File: src/hw/rtl/assert_macros.svh
// assertion macros shared by the rtl modules
`ifndef ASSERT_MACROS_SVH
`define ASSERT_MACROS_SVH

`ifndef SYNTHESIS
`define ASSERT_IMPLY(lbl, clk, rstn, cond, prop, msg) \
    lbl: assert property (@(posedge clk) disable iff (!(rstn)) (cond) |-> (prop)) \
        else $error(msg);
`define ASSERT_NEXT(lbl, clk, rstn, cond, prop, msg) \
    lbl: assert property (@(posedge clk) disable iff (!(rstn)) (cond) |=> (prop)) \
        else $error(msg);
`else
`define ASSERT_IMPLY(lbl, clk, rstn, cond, prop, msg)
`define ASSERT_NEXT(lbl, clk, rstn, cond, prop, msg)
`endif

`endif

File: src/hw/rtl/ssmi_pkg.sv
// shared constants, codes and types of the servo move interpolator
package ssmi_pkg;

    localparam int SERVOS     = 4;
    localparam int ANGLE_W    = 17;
    localparam int DELTA_W    = 18;
    localparam int PULSE_W    = 12;
    localparam int SPEED_W    = 15;
    localparam int HOLD_W     = 16;
    localparam int MODE_W     = 2;
    localparam int PHASE_W    = 2;
    localparam int CFG_IDX_W  = 2;
    localparam int CFG_DATA_W = 16;

    localparam int MD_W     = 17;
    localparam int MD_CNT_W = 5;

    localparam int S_DATA_W = ((SERVOS * ANGLE_W + 7) / 8) * 8;
    localparam int M_DATA_W = ((SERVOS * PULSE_W + 7) / 8) * 8;
    localparam int M_USER_W = PHASE_W + 1;

    localparam logic [MD_W-1:0] FULL_SCALE = MD_W'(18000);

    localparam logic [MODE_W-1:0] MODE_TICK  = 2'd0;
    localparam logic [MODE_W-1:0] MODE_MOVE  = 2'd1;
    localparam logic [MODE_W-1:0] MODE_PLACE = 2'd2;

    localparam logic [PHASE_W-1:0] PH_IDLE = 2'd0;
    localparam logic [PHASE_W-1:0] PH_MOVE = 2'd1;
    localparam logic [PHASE_W-1:0] PH_HOLD = 2'd2;

    localparam logic [CFG_IDX_W-1:0] REG_PULSE_MIN = 2'd0;
    localparam logic [CFG_IDX_W-1:0] REG_PULSE_MAX = 2'd1;
    localparam logic [CFG_IDX_W-1:0] REG_SPEED     = 2'd2;
    localparam logic [CFG_IDX_W-1:0] REG_HOLD      = 2'd3;

    typedef struct packed {
        logic [MD_W-1:0] a;
        logic [MD_W-1:0] b;
        logic [MD_W-1:0] d;
    } md_req_t;

    function automatic logic signed [ANGLE_W-1:0] reset_angle(input int unsigned idx);
        logic signed [ANGLE_W-1:0] r;
        case (idx) inside
            0, 1:    r = ANGLE_W'(9000);
            3:       r = ANGLE_W'(18000);
            default: r = '0;
        endcase
        return r;
    endfunction

endpackage

File: src/hw/rtl/ssmi_muldiv.sv
// bit-serial multiply then restoring divide: quot = (a * b) / d
`include "assert_macros.svh"

module ssmi_muldiv import ssmi_pkg::*; (
    input  logic            aclk,
    input  logic            aresetn,
    input  logic            start,
    input  md_req_t         req,
    output logic            done,
    output logic [MD_W-1:0] quot
);

    typedef enum logic [2:0] {
        U_IDLE = 3'b001,
        U_MUL  = 3'b010,
        U_DIV  = 3'b100
    } md_state_t;

    localparam logic [MD_CNT_W-1:0] CNT_LAST = MD_CNT_W'(MD_W - 1);

    md_state_t             st_reg, st_next;
    logic [MD_CNT_W-1:0]   cnt_reg, cnt_next;
    logic                  done_reg, done_next;
    logic [MD_W-1:0]       a_reg, a_next;
    logic [MD_W-1:0]       d_reg, d_next;
    logic [2*MD_W:0]       p_reg, p_next;

    always_comb begin
        logic [MD_W:0] sum;
        logic [MD_W:0] part;
        logic          ge;
        logic [MD_W:0] rem;

        st_next   = st_reg;
        cnt_next  = cnt_reg;
        done_next = 1'b0;
        a_next    = a_reg;
        d_next    = d_reg;
        p_next    = p_reg;

        sum  = p_reg[2*MD_W:MD_W] + (p_reg[0] ? {1'b0, a_reg} : '0);
        part = {p_reg[2*MD_W-1:MD_W], p_reg[MD_W-1]};
        ge   = part >= {1'b0, d_reg};
        rem  = ge ? part - {1'b0, d_reg} : part;

        case (st_reg)
            U_IDLE: begin
                if (start) begin
                    a_next   = req.a;
                    d_next   = req.d;
                    p_next   = {{(MD_W + 1){1'b0}}, req.b};
                    cnt_next = '0;
                    st_next  = U_MUL;
                end
            end
            U_MUL: begin
                // add a when the current multiplier bit is set, then shift right
                p_next   = {sum, p_reg[MD_W-1:0]} >> 1;
                cnt_next = cnt_reg + 1'b1;
                if (cnt_reg == CNT_LAST) begin
                    cnt_next = '0;
                    st_next  = U_DIV;
                end
            end
            U_DIV: begin
                // one quotient bit per cycle shifts in at the bottom
                p_next   = {1'b0, rem[MD_W-1:0], p_reg[MD_W-2:0], ge};
                cnt_next = cnt_reg + 1'b1;
                if (cnt_reg == CNT_LAST) begin
                    cnt_next  = '0;
                    done_next = 1'b1;
                    st_next   = U_IDLE;
                end
            end
            default: begin
                st_next = U_IDLE;
            end
        endcase
    end

    always_ff @(posedge aclk) begin
        if (!aresetn) begin
            st_reg   <= U_IDLE;
            cnt_reg  <= '0;
            done_reg <= 1'b0;
        end else begin
            st_reg   <= st_next;
            cnt_reg  <= cnt_next;
            done_reg <= done_next;
        end
        a_reg <= a_next;
        d_reg <= d_next;
        p_reg <= p_next;
    end

    assign done = done_reg;
    assign quot = p_reg[MD_W-1:0];

    `ASSERT_IMPLY(a_start_idle, aclk, aresetn, start, st_reg == U_IDLE, "start while busy")
    `ASSERT_NEXT(a_mul_to_div, aclk, aresetn, (st_reg == U_MUL) && (cnt_reg == CNT_LAST), st_reg == U_DIV, "multiply did not hand over to divide")
    `ASSERT_IMPLY(a_rem_bound, aclk, aresetn, done_reg, p_reg[2*MD_W-1:MD_W] < d_reg, "remainder not below divisor")
    `ASSERT_IMPLY(a_done_idle, aclk, aresetn, done_reg, st_reg == U_IDLE, "done while still running")

endmodule

File: src/hw/rtl/servo_sync_move_interpolator_unit.sv
// top level of the synchronized multi-axis servo move interpolator
//
// Each input beat is a tick, a move or a place command; each one returns one result beat with
// the commanded pulse width of every axis, the motion phase and an accepted flag. Every axis
// has its own bit-serial multiply/divide unit that works one bit per cycle: a beat that leaves
// the block moving goes through the interpolated angle and then the pulse mapping, each a
// multiply and divide in the serial unit, while any other beat goes through the pulse mapping
// only. A new beat is taken while the previous result still
// waits in the output register. Configuration writes are always taken and must only be made
// while the block is idle.
`include "assert_macros.svh"

module servo_sync_move_interpolator_unit import ssmi_pkg::*; (
    input  logic                  aclk,
    input  logic                  aresetn,
    input  logic                  s_tvalid,
    output logic                  s_tready,
    input  logic [S_DATA_W-1:0]   s_tdata,   // target_0, target_1, ... target_N, zero fill
    input  logic [MODE_W-1:0]     s_tuser,   // mode
    output logic                  m_tvalid,
    input  logic                  m_tready,
    output logic [M_DATA_W-1:0]   m_tdata,   // pulse_0, pulse_1, ... pulse_N
    output logic [M_USER_W-1:0]   m_tuser,   // phase, accepted
    input  logic                  cfg_valid,
    output logic                  cfg_ready,
    input  logic [CFG_IDX_W-1:0]  cfg_index,
    input  logic [CFG_DATA_W-1:0] cfg_data
);

    typedef enum logic [5:0] {
        SEQ_IDLE    = 6'b000001,
        SEQ_ANG_GO  = 6'b000010,
        SEQ_ANG_RUN = 6'b000100,
        SEQ_PUL_GO  = 6'b001000,
        SEQ_PUL_RUN = 6'b010000,
        SEQ_EMIT    = 6'b100000
    } seq_state_t;

    logic [PULSE_W-1:0]        pmin_reg, pmin_next;
    logic [PULSE_W-1:0]        pmax_reg, pmax_next;
    logic [SPEED_W-1:0]        speed_reg, speed_next;
    logic [HOLD_W-1:0]         hticks_reg, hticks_next;

    logic signed [ANGLE_W-1:0] start_reg [SERVOS];
    logic signed [ANGLE_W-1:0] start_next [SERVOS];
    logic signed [ANGLE_W-1:0] goal_reg [SERVOS];
    logic signed [ANGLE_W-1:0] goal_next [SERVOS];
    logic signed [DELTA_W-1:0] delta_reg [SERVOS];
    logic signed [DELTA_W-1:0] delta_next [SERVOS];
    logic signed [ANGLE_W-1:0] angle_reg [SERVOS];
    logic signed [ANGLE_W-1:0] angle_next [SERVOS];
    logic [PULSE_W-1:0]        pulse_reg [SERVOS];
    logic [PULSE_W-1:0]        pulse_next [SERVOS];

    logic [ANGLE_W-1:0]        largest_reg, largest_next;
    logic [ANGLE_W-1:0]        run_reg, run_next;
    logic [HOLD_W-1:0]         hold_reg, hold_next;
    logic [PHASE_W-1:0]        phase_reg, phase_next;
    logic                      acc_reg, acc_next;
    seq_state_t                seq_reg, seq_next;

    logic                      m_valid_reg, m_valid_next;
    logic [M_DATA_W-1:0]       m_data_reg, m_data_next;
    logic [M_USER_W-1:0]       m_user_reg, m_user_next;

    md_req_t                   md_req [SERVOS];
    logic [SERVOS-1:0]         md_done;
    logic [MD_W-1:0]           md_quot [SERVOS];
    logic                      md_start;
    logic                      moving;
    logic                      done_all;
    logic                      s_accept;
    logic                      cfg_accept;
    logic signed [PULSE_W:0]   span;
    logic                      span_neg;
    logic [PULSE_W:0]          span_mag;

    assign s_tready   = (seq_reg == SEQ_IDLE);
    assign s_accept   = s_tvalid && s_tready;
    assign cfg_ready  = 1'b1;
    assign cfg_accept = cfg_valid && cfg_ready;
    assign moving     = (phase_reg == PH_MOVE) && (largest_reg != '0);
    assign done_all   = &md_done;
    assign md_start   = ((seq_reg == SEQ_ANG_GO) && moving) || (seq_reg == SEQ_PUL_GO);

    assign span     = $signed({1'b0, pmax_reg}) - $signed({1'b0, pmin_reg});
    assign span_neg = span[PULSE_W];
    assign span_mag = span_neg ? PULSE_W'(0) - span : span;

    // operands for the per-axis serial units
    always_comb begin
        logic [DELTA_W-1:0] mag;
        logic [MD_W-1:0]    clamp;
        for (int i = 0; i < SERVOS; i++) begin
            mag = delta_reg[i][DELTA_W-1] ? DELTA_W'(-delta_reg[i]) : delta_reg[i];
            if (angle_reg[i][ANGLE_W-1]) begin
                clamp = '0;
            end else if ($unsigned(angle_reg[i]) > FULL_SCALE) begin
                clamp = FULL_SCALE;
            end else begin
                clamp = $unsigned(angle_reg[i]);
            end
            if (seq_reg == SEQ_ANG_GO) begin
                md_req[i].a = mag[MD_W-1:0];
                md_req[i].b = run_reg;
                md_req[i].d = largest_reg;
            end else begin
                md_req[i].a = clamp;
                md_req[i].b = {{(MD_W - PULSE_W){1'b0}}, span_mag[PULSE_W-1:0]};
                md_req[i].d = FULL_SCALE;
            end
        end
    end

    for (genvar gi = 0; gi < SERVOS; gi++) begin : g_lane
        ssmi_muldiv u_md (
            .aclk    (aclk),
            .aresetn (aresetn),
            .start   (md_start),
            .req     (md_req[gi]),
            .done    (md_done[gi]),
            .quot    (md_quot[gi])
        );
    end

    always_comb begin
        logic signed [DELTA_W-1:0] tgt;
        logic signed [DELTA_W-1:0] dif;
        logic [DELTA_W-1:0]        dmag;
        logic [ANGLE_W-1:0]        big;
        logic [DELTA_W-1:0]        run_step;
        logic [SPEED_W-1:0]        eff_speed;
        logic [HOLD_W-1:0]         hold_dec;
        logic signed [DELTA_W:0]   ang_sum;
        logic [PULSE_W+1:0]        pul_sum;
        logic [PULSE_W+1:0]        q_ext;

        pmin_next    = pmin_reg;
        pmax_next    = pmax_reg;
        speed_next   = speed_reg;
        hticks_next  = hticks_reg;
        largest_next = largest_reg;
        run_next     = run_reg;
        hold_next    = hold_reg;
        phase_next   = phase_reg;
        acc_next     = acc_reg;
        seq_next     = seq_reg;
        m_valid_next = m_valid_reg && !m_tready;
        m_data_next  = m_data_reg;
        m_user_next  = m_user_reg;
        for (int i = 0; i < SERVOS; i++) begin
            start_next[i] = start_reg[i];
            goal_next[i]  = goal_reg[i];
            delta_next[i] = delta_reg[i];
            angle_next[i] = angle_reg[i];
            pulse_next[i] = pulse_reg[i];
        end

        eff_speed = (speed_reg == '0) ? SPEED_W'(1) : speed_reg;
        run_step  = {1'b0, run_reg} + {{(DELTA_W - SPEED_W){1'b0}}, eff_speed};
        hold_dec  = (hold_reg == '0) ? '0 : hold_reg - 1'b1;

        big = '0;
        for (int i = 0; i < SERVOS; i++) begin
            tgt  = {s_tdata[i*ANGLE_W + ANGLE_W - 1], s_tdata[i*ANGLE_W +: ANGLE_W]};
            dif  = tgt - {start_reg[i][ANGLE_W-1], start_reg[i]};
            dmag = dif[DELTA_W-1] ? DELTA_W'(-dif) : dif;
            if (dmag[ANGLE_W-1:0] > big) begin
                big = dmag[ANGLE_W-1:0];
            end
        end

        if (cfg_accept) begin
            case (cfg_index)
                REG_PULSE_MIN: pmin_next   = cfg_data[PULSE_W-1:0];
                REG_PULSE_MAX: pmax_next   = cfg_data[PULSE_W-1:0];
                REG_SPEED:     speed_next  = cfg_data[SPEED_W-1:0];
                REG_HOLD:      hticks_next = cfg_data[HOLD_W-1:0];
                default:       ;
            endcase
        end

        case (seq_reg)
            SEQ_IDLE: begin
                if (s_accept) begin
                    acc_next = 1'b0;
                    seq_next = SEQ_ANG_GO;
                    case (s_tuser)
                        MODE_TICK: begin
                            if (phase_reg == PH_MOVE) begin
                                if (run_step > {1'b0, largest_reg}) begin
                                    for (int i = 0; i < SERVOS; i++) begin
                                        start_next[i] = goal_reg[i];
                                    end
                                    hold_next  = hticks_reg;
                                    phase_next = (hticks_reg == '0) ? PH_IDLE : PH_HOLD;
                                end else begin
                                    run_next = run_step[ANGLE_W-1:0];
                                end
                            end else if (phase_reg == PH_HOLD) begin
                                hold_next = hold_dec;
                                if (hold_dec == '0) begin
                                    phase_next = PH_IDLE;
                                end
                            end
                        end
                        MODE_MOVE: begin
                            if (phase_reg == PH_IDLE) begin
                                acc_next = 1'b1;
                                if (big != '0) begin
                                    for (int i = 0; i < SERVOS; i++) begin
                                        tgt = {s_tdata[i*ANGLE_W + ANGLE_W - 1],
                                               s_tdata[i*ANGLE_W +: ANGLE_W]};
                                        goal_next[i]  = tgt[ANGLE_W-1:0];
                                        delta_next[i] = tgt - {start_reg[i][ANGLE_W-1],
                                                               start_reg[i]};
                                    end
                                    largest_next = big;
                                    run_next     = '0;
                                    phase_next   = PH_MOVE;
                                end
                            end
                        end
                        MODE_PLACE: begin
                            if (phase_reg == PH_IDLE) begin
                                acc_next = 1'b1;
                                for (int i = 0; i < SERVOS; i++) begin
                                    goal_next[i]  = s_tdata[i*ANGLE_W +: ANGLE_W];
                                    start_next[i] = s_tdata[i*ANGLE_W +: ANGLE_W];
                                end
                                hold_next  = hticks_reg;
                                phase_next = (hticks_reg == '0) ? PH_IDLE : PH_HOLD;
                            end
                        end
                        default: ;
                    endcase
                end
            end
            SEQ_ANG_GO: begin
                if (moving) begin
                    seq_next = SEQ_ANG_RUN;
                end else begin
                    for (int i = 0; i < SERVOS; i++) begin
                        angle_next[i] = start_reg[i];
                    end
                    seq_next = SEQ_PUL_GO;
                end
            end
            SEQ_ANG_RUN: begin
                if (done_all) begin
                    for (int i = 0; i < SERVOS; i++) begin
                        ang_sum = {{2{start_reg[i][ANGLE_W-1]}}, start_reg[i]};
                        if (delta_reg[i][DELTA_W-1]) begin
                            ang_sum = ang_sum - $signed({2'b00, md_quot[i]});
                        end else begin
                            ang_sum = ang_sum + $signed({2'b00, md_quot[i]});
                        end
                        angle_next[i] = ang_sum[ANGLE_W-1:0];
                    end
                    seq_next = SEQ_PUL_GO;
                end
            end
            SEQ_PUL_GO: begin
                seq_next = SEQ_PUL_RUN;
            end
            SEQ_PUL_RUN: begin
                if (done_all) begin
                    for (int i = 0; i < SERVOS; i++) begin
                        q_ext   = {2'b00, md_quot[i][PULSE_W-1:0]};
                        pul_sum = span_neg ? {2'b00, pmin_reg} - q_ext
                                           : {2'b00, pmin_reg} + q_ext;
                        pulse_next[i] = pul_sum[PULSE_W-1:0];
                    end
                    seq_next = SEQ_EMIT;
                end
            end
            SEQ_EMIT: begin
                if (!m_valid_reg || m_tready) begin
                    m_data_next = '0;
                    for (int i = 0; i < SERVOS; i++) begin
                        m_data_next[i*PULSE_W +: PULSE_W] = pulse_reg[i];
                    end
                    m_user_next  = {acc_reg, phase_reg};
                    m_valid_next = 1'b1;
                    seq_next     = SEQ_IDLE;
                end
            end
            default: begin
                seq_next = SEQ_IDLE;
            end
        endcase
    end

    always_ff @(posedge aclk) begin
        if (!aresetn) begin
            pmin_reg    <= PULSE_W'(500);
            pmax_reg    <= PULSE_W'(2500);
            speed_reg   <= SPEED_W'(10);
            hticks_reg  <= HOLD_W'(500);
            largest_reg <= '0;
            run_reg     <= '0;
            hold_reg    <= '0;
            phase_reg   <= PH_IDLE;
            acc_reg     <= 1'b0;
            seq_reg     <= SEQ_IDLE;
            m_valid_reg <= 1'b0;
            for (int i = 0; i < SERVOS; i++) begin
                start_reg[i] <= reset_angle(i);
                goal_reg[i]  <= '0;
                delta_reg[i] <= '0;
            end
        end else begin
            pmin_reg    <= pmin_next;
            pmax_reg    <= pmax_next;
            speed_reg   <= speed_next;
            hticks_reg  <= hticks_next;
            largest_reg <= largest_next;
            run_reg     <= run_next;
            hold_reg    <= hold_next;
            phase_reg   <= phase_next;
            acc_reg     <= acc_next;
            seq_reg     <= seq_next;
            m_valid_reg <= m_valid_next;
            for (int i = 0; i < SERVOS; i++) begin
                start_reg[i] <= start_next[i];
                goal_reg[i]  <= goal_next[i];
                delta_reg[i] <= delta_next[i];
            end
        end
        m_data_reg <= m_data_next;
        m_user_reg <= m_user_next;
        for (int i = 0; i < SERVOS; i++) begin
            angle_reg[i] <= angle_next[i];
            pulse_reg[i] <= pulse_next[i];
        end
    end

    assign m_tvalid = m_valid_reg;
    assign m_tdata  = m_data_reg;
    assign m_tuser  = m_user_reg;

    `ASSERT_IMPLY(a_move_nonzero, aclk, aresetn, phase_reg == PH_MOVE, largest_reg != '0, "moving with zero largest delta")
    `ASSERT_IMPLY(a_run_bound, aclk, aresetn, phase_reg == PH_MOVE, run_reg <= largest_reg, "progress beyond largest delta")
    `ASSERT_IMPLY(a_hold_left, aclk, aresetn, phase_reg == PH_HOLD, hold_reg != '0, "holding with no ticks left")
    `ASSERT_IMPLY(a_lanes_together, aclk, aresetn, |md_done, &md_done, "axis units out of step")

endmodule

File: config.mk
export PLATFORM = sky130hd
export DESIGN_NAME = servo_sync_move_interpolator_unit
export DESIGN_NICKNAME = d
export VERILOG_FILES = /design/src/hw/rtl/ssmi_pkg.sv /design/src/hw/rtl/ssmi_muldiv.sv /design/src/hw/rtl/servo_sync_move_interpolator_unit.sv
export VERILOG_INCLUDE_DIRS = /design/src /design/src/hw/rtl
export SDC_FILE = /design/constraint.sdc
export NUM_CORES = 2
export LEC_CHECK = 0
export BUFFER_PORTS_ARGS = -buffer_cell sky130_fd_sc_hd__buf_4
export CORE_ASPECT_RATIO = 1.75
export CORE_MARGIN = 5
export CORE_UTILIZATION = 25
export CTS_CLUSTER_SIZE = 28
export DETAILED_ROUTE_END_ITERATION = 10
export GPL_ROUTABILITY_DRIVEN = 0
export RECOVER_POWER = 50
export REMOVE_ABC_BUFFERS = 1
export SYNTH_ARGS = -nofsm -noshare
export SYNTH_HDL_FRONTEND = slang
export SYNTH_SLANG_ARGS = --single-unit
File: constraint.sdc
create_clock -name aclk -period 16.7 [get_ports aclk]
set_input_delay 2.505 -clock aclk [delete_from_list [all_inputs] [get_ports aclk]]
set_output_delay 2.505 -clock aclk [all_outputs]
set_load 0.02 [all_outputs]
# Yosys cells after proc, flatten, opt, wreduce, memory -nomap -nowiden
# Memory sizes are Yosys's and may differ from the RTL's.
# Index checks and enable logic that the tools add are counted.
[totals]
out_inout_bits = 54
inputBits = 97
elab_cells = 374
ram_bits = 324
register_bits = 478
mem_count = 5
[mem_list]
columns = ["name", "words", "width", "rd", "rd_ports_with_merged_regs", "wr", "line", "text"]
rows = [
  ["delta_reg", 4, 18, 4, 0, 4, "servo_sync_move_interpolator_unit.sv:48", "logic signed [DELTA_W-1:0] delta_reg [SERVOS];"],
  ["angle_reg", 4, 17, 4, 0, 4, "servo_sync_move_interpolator_unit.sv:50", "logic signed [ANGLE_W-1:0] angle_reg [SERVOS];"],
  ["goal_reg", 4, 17, 4, 0, 4, "servo_sync_move_interpolator_unit.sv:46", "logic signed [ANGLE_W-1:0] goal_reg [SERVOS];"],
  ["start_reg", 4, 17, 4, 0, 4, "servo_sync_move_interpolator_unit.sv:44", "logic signed [ANGLE_W-1:0] start_reg [SERVOS];"],
  ["pulse_reg", 4, 12, 4, 0, 4, "servo_sync_move_interpolator_unit.sv:52", "logic [PULSE_W-1:0] pulse_reg [SERVOS];"],
]
[op_classes]
n_mux = 145
reduce_logical = 65
eq_ne = 53
n_addsub = 44
n_lt_le_gt_ge = 13
bitwise = 12
[ops]
columns = ["cell", "count"]
rows = [
  ["$mux W68", 12],
  ["$mux W17", 42],
  ["$pmux W35 S3", 4],
  ["$pmux W68 S2", 3],
  ["$mux W72", 5],
  ["$mux W51", 4],
  ["$mux W16", 10],
  ["$mux W35", 4],
  ["$neg A17 Y17", 8],
  ["$sub A17 B17 Y17", 8],
  ["$mux W48", 2],
  ["$add A18 B17 Y18", 4],
  ["$ge A18 B17 Y1", 4],
  ["$mux W18", 4],
  ["$sub A17 B17 Y18", 4],
  ["$add A17 B17 Y17", 4],
  ["$gt A17 B15 Y1 const B", 4],
  ["$mux W12", 5],
  ["$gt A17 B17 Y1", 3],
  ["$add A12 B12 Y12", 4],
  ["$logic_not A16 Y1", 3],
  ["$sub A12 B12 Y12", 4],
  ["$reduce_and A2 Y1", 22],
  ["$pmux W5 S2", 4],
  ["50 further kinds", 161],
]

# Logic depth before layout (Yosys ltp)
# An unclocked memory read counts as a cell.
[depth]
depth_word = 19
ltp_mapped = 52
mapped_depth_nobuf = 46

# By module
# Synthesis repeated with hierarchy kept, for this count alone.
[hier_totals]
hier_cells = 6628
area_unflattened_um2 = 57669.1
[modules_own_cells]
columns = ["mod", "cells_per_inst", "instances", "seq_area_each_um2", "area_each_um2"]
rows = [
  ["servo_sync_move_interpolator_unit", 4683, 1, 11481.0, 37734.9],
  ["ssmi_muldiv at g_lane[0].u_md ...", 488, 3, 2222.1, 4994.8],
  ["ssmi_muldiv at g_lane[3].u_md", 481, 1, 2222.1, 4949.7],
]

# Worst setup path after synthesis
# OpenSTA, ideal clock, no wires.
[synth_path]
path_kind = "input -> register"
startpoint = "in s_tdata[17]"
endpoint = "mem delta_reg[0][3]"
setup_ps = 123
arrival_time_ps = 12251
path_stages = 47
n_path_buf = 5
slack_ps = 4326
required_time_ps = 16577
cell_sequence = "inv_1 -> ha_1 -> inv_1 -> fa_1 -> a21o_1 -> a2111o_1 -> a21oi_2 -> o311ai_1 -> or4_4 -> nor4_1 -> a21oi_1 -> xor2_1 -> ha_1 -> nand4_1 -> o21bai_1 -> a21boi_1 -> clkbuf_1 -> nand3b_1 -> [... 11 more ...] -> or4_1 -> o221ai_1 -> ha_1 -> o21ai_0 -> a21oi_1 -> o211ai_1 -> a211o_1 -> nand4_1 -> nand2_1 -> clkbuf_1 -> a21oi_1 -> nor4_1 -> nand3_1 -> nor4_4 -> a21oi_1 -> buf_4 -> buf_6 -> mux2_1"
[synth_lines]
columns = ["item", "line", "text"]
rows = [
  ["start: declaration", "servo_sync_move_interpolator_unit.sv:18", "input logic [S_DATA_W-1:0] s_tdata,"],
  ["end: declaration", "servo_sync_move_interpolator_unit.sv:48", ""],
]

==> results.yml <==
grt:
  grt_max_degree: 163
  grt_pass1_wl_um: 276000
  antenna_found_initial: 8
  grt_usage: 0.153
  grt_overflow: 0
  grt_pass1_vias: 45800
worst_setup_path:
  cp.required_ns: 17.30
  critPathBufInv: 8
  crit_arrival_ns: 14.72
  r2r-end: "delta_reg[3][15]$_SDFFE_PN0P_"
  critPathSlowestCell: "o21ai_0"
  crit_path_max_incr_delay_ns: 0.80
  r2r_cells: 43
  path_max_fanout: 59
  cpMostUsedCell: "nand2_1"
  r2r_slack_ns: 4.07
  path_delay_family: "simple AND/OR/NAND/NOR gates"
  cp_num_cells: 47
  endpoint: "delta_reg[3][15]$_SDFFE_PN0P_"
  worst_setup_path_end_kind: "flop"
  crit_type: "in -> reg"
  cp-start-kind: "primary input"
  r2r-start: "start_reg[1][1]$_SDFFE_PN0P_"
  crit_start: "s_tdata[17]"
power_and_ir_drop:
  total_power_mw: 9.09
  ir_drop_mv: 0.330
  pwr-share-clk: 0.203
  power.share.sequential: 0.260
  p_per_area_nw_per_um2: 147
  p_int_mw: 4.93
  switchingPower_mw: 4.16
  comb_power_share: 0.536
  leakagePower_nw: 23.4
  power.share.switching: 0.457
run:
  maxCapViolCount: 18
cts:
  cts_buffer_depth: 3
  cts_max_level: 3
  cts-hold-fix-buffers: 0
  clock_sinks: 798
  cts_setup_buffers: 0
  numCtsBuffers: 78
  clkLatencyLatePin_ns: 0.70
  cts.reportedPaths.clkPinSlew_ns: 0.07
  cts_tree: "yes"
  root_buffer: "clkbuf_16"
  cts_resized: 0
logic_synthesis:
  yosysWarnings: 0
  synth_ff_type: "edfxtp_1"
  avgSynthCellArea_um2: 8.79
  synth_seq_cells: 798
  synth_edf_count: 439
  synthDistinctLibCells: 96
  synthArstFlopShare: 0
  netlist_instances: 6312
  synthesis.area_um2: 55500
  synth_seq_area_share: 0.367
sta:
  period_share: 0.846
  period_minus_slack_ns: 14.13
  hold_viol: 0
  max-slew-margin-rel: -3.91
  finalMaxSlewViolations: 954
  fin_skew_ns: 0.0399
  timing.fmax_mhz: 70.8
  tightest_slew_ns: 7.36
  hold_ws_ns: 0.418
  setup_violations: 0
  rsz0062_at_grt: "false"
status:
  violations: "max-capacitance violations, max-slew violations"
  status: "finished with violations"
final_layout:
  final_util: 0.281
  stdcell_count: 9252
  seq_area_um2: 20400
  drive_gt1_frac: 0.0590
  fillerInstances: 23200
  nets: 6864
  final_cell_mix: "nand2_1, nor2_1, edfxtp_1"
  multi_input_area_um2: 32400
  final_common_cell: "nand2_1"
  area_growth_pct: 11.8
  largest_register_ffs: 136
detailed_routing:
  post_drt_wl_per_cell_um: 19.9
  drt-initial-drc-count: 3158
  routed_wl_um: 184000
  vias_per_cell: 5.03
  drc: 0
  ant_nets: 0
  num_vias: 46500
  drt_first_pass_iters: 6
hold_path:
  min_path_type: "reg -> reg"
floorplan:
  rows: 228
  start_util: 0.252
  io_pins: 151
  fp.coreArea_um2: 221000
  die_area_um2: 232000
  die_y_um: 633
  die_w_um: 366
placement:
  dp_hpwl_um: 146000
  dpl.cell_count: 9105
  io_buffers: 145
-- synthesized netlist by cell type, types with 67 or more instances --
| cell type | n | area, um^2 |
|---|---|---|
| ha_1 | 435 | 5440 |
| a211oi_1 | 92 | 691 |
| a21oi_1 | 351 | 1760 |
| o21ai_0 | 378 | 1890 |
| or3_1 | 73 | 457 |
| clkbuf_1 | 264 | 991 |
| xor2_1 | 155 | 1360 |
| dfxtp_1 | 359 | 7190 |
| xnor2_1 | 317 | 2780 |
| and2_1 | 105 | 657 |
| nand2b_1 | 76 | 475 |
| o211ai_1 | 81 | 608 |
| a21o_1 | 108 | 811 |
| nand3_1 | 103 | 515 |
| o22ai_1 | 67 | 419 |
| edfxtp_1 | 439 | 13200 |
| inv_1 | 407 | 1530 |
| mux2i_1 | 276 | 2760 |
| nor2_1 | 469 | 1760 |
| nor3_1 | 113 | 566 |
| nand2_1 | 835 | 3130 |
-- routing by layer --
layer	wire length [um]	share of wire	track usage	vias up
met3	7730	0.042	0.0209	507
met5	47	0.00025	0	-
met1	67000	0.36	0.156	22300
met4	17800	0.097	0.123	8
met2	91900	0.50	0.279	1264
li1	-	-	-	22500
-- cell families after synthesis --
| group | Yosys count | synth area share |
|---|---|---|
| XOR/XNOR | 472 | 0.0745 |
| multiplexers | 284 | 0.0514 |
| AO/OA/AOI/OAI | 1551 | 0.181 |
| buffers and inverters | 702 | 0.0492 |
| flip-flops | 798 | 0.367 |
| adder cells (fa/ha/maj) | 457 | 0.106 |
| AND/OR/NAND/NOR | 2047 | 0.170 |
| other | 1 | 0.0000676 |
-- how the worst min path moves through the flow --
stage | to | from | depth (start not counted) | slack [ns]
final | m_tdata[13]$_DFFE_PP_ | pulse_reg[1][1]$_DFFE_PP_ | 0 | 0.42
after global routing | m_tdata[47]$_DFFE_PP_ | pulse_reg[3][11]$_DFFE_PP_ | 0 | 0.42
after CTS | m_tdata[47]$_DFFE_PP_ | pulse_reg[3][11]$_DFFE_PP_ | 0 | 0.41
after detailed placement | m_tdata[13]$_DFFE_PP_ | pulse_reg[1][1]$_DFFE_PP_ | 0 | 0.40
after global placement | m_tdata[23]$_DFFE_PP_ | pulse_reg[1][11]$_DFFE_PP_ | 0 | 0.40
after floorplan | m_tdata[0]$_DFFE_PP_ | pulse_reg[0][0]$_DFFE_PP_ | 0 | 0.40
-- per-stage QoR --
step                      instance area, um^2  setup TNS (ns)  worst slack, ns
after floorplan                         54300          -89.92            -1.06
after global placement                  59600               0             2.02
after detailed placement                59600               0             2.09
after CTS                               62200               0             2.77
after global routing                    62000               0             1.86
final                                   62000               0             2.57
-- power groups by stage --
| stage | registers [mW] | logic (mW) | clock network, mW |
|---|---|---|---|
| finish | 2.37 | 4.87 | 1.85 |
| global route | 2.38 | 5.28 | 1.96 |
| floorplan | 2.35 | 3.26 | 0 |
| global placement | 2.40 | 4.75 | 0 |
| CTS | 2.36 | 4.81 | 1.90 |
| detailed placement | 2.41 | 4.79 | 0 |
-- layout make-up --
cell class	count	area share
inverters	407	0.0247
diodes	3	0.000121
clock inverters	44	0.00664
multi-input cells	4812	0.523
repair buffers	213	0.0240
well taps	2875	0.0580
clock buffers	100	0.0349
flip-flops and latches	798	0.328
Power figures use the tool's default switching activity.
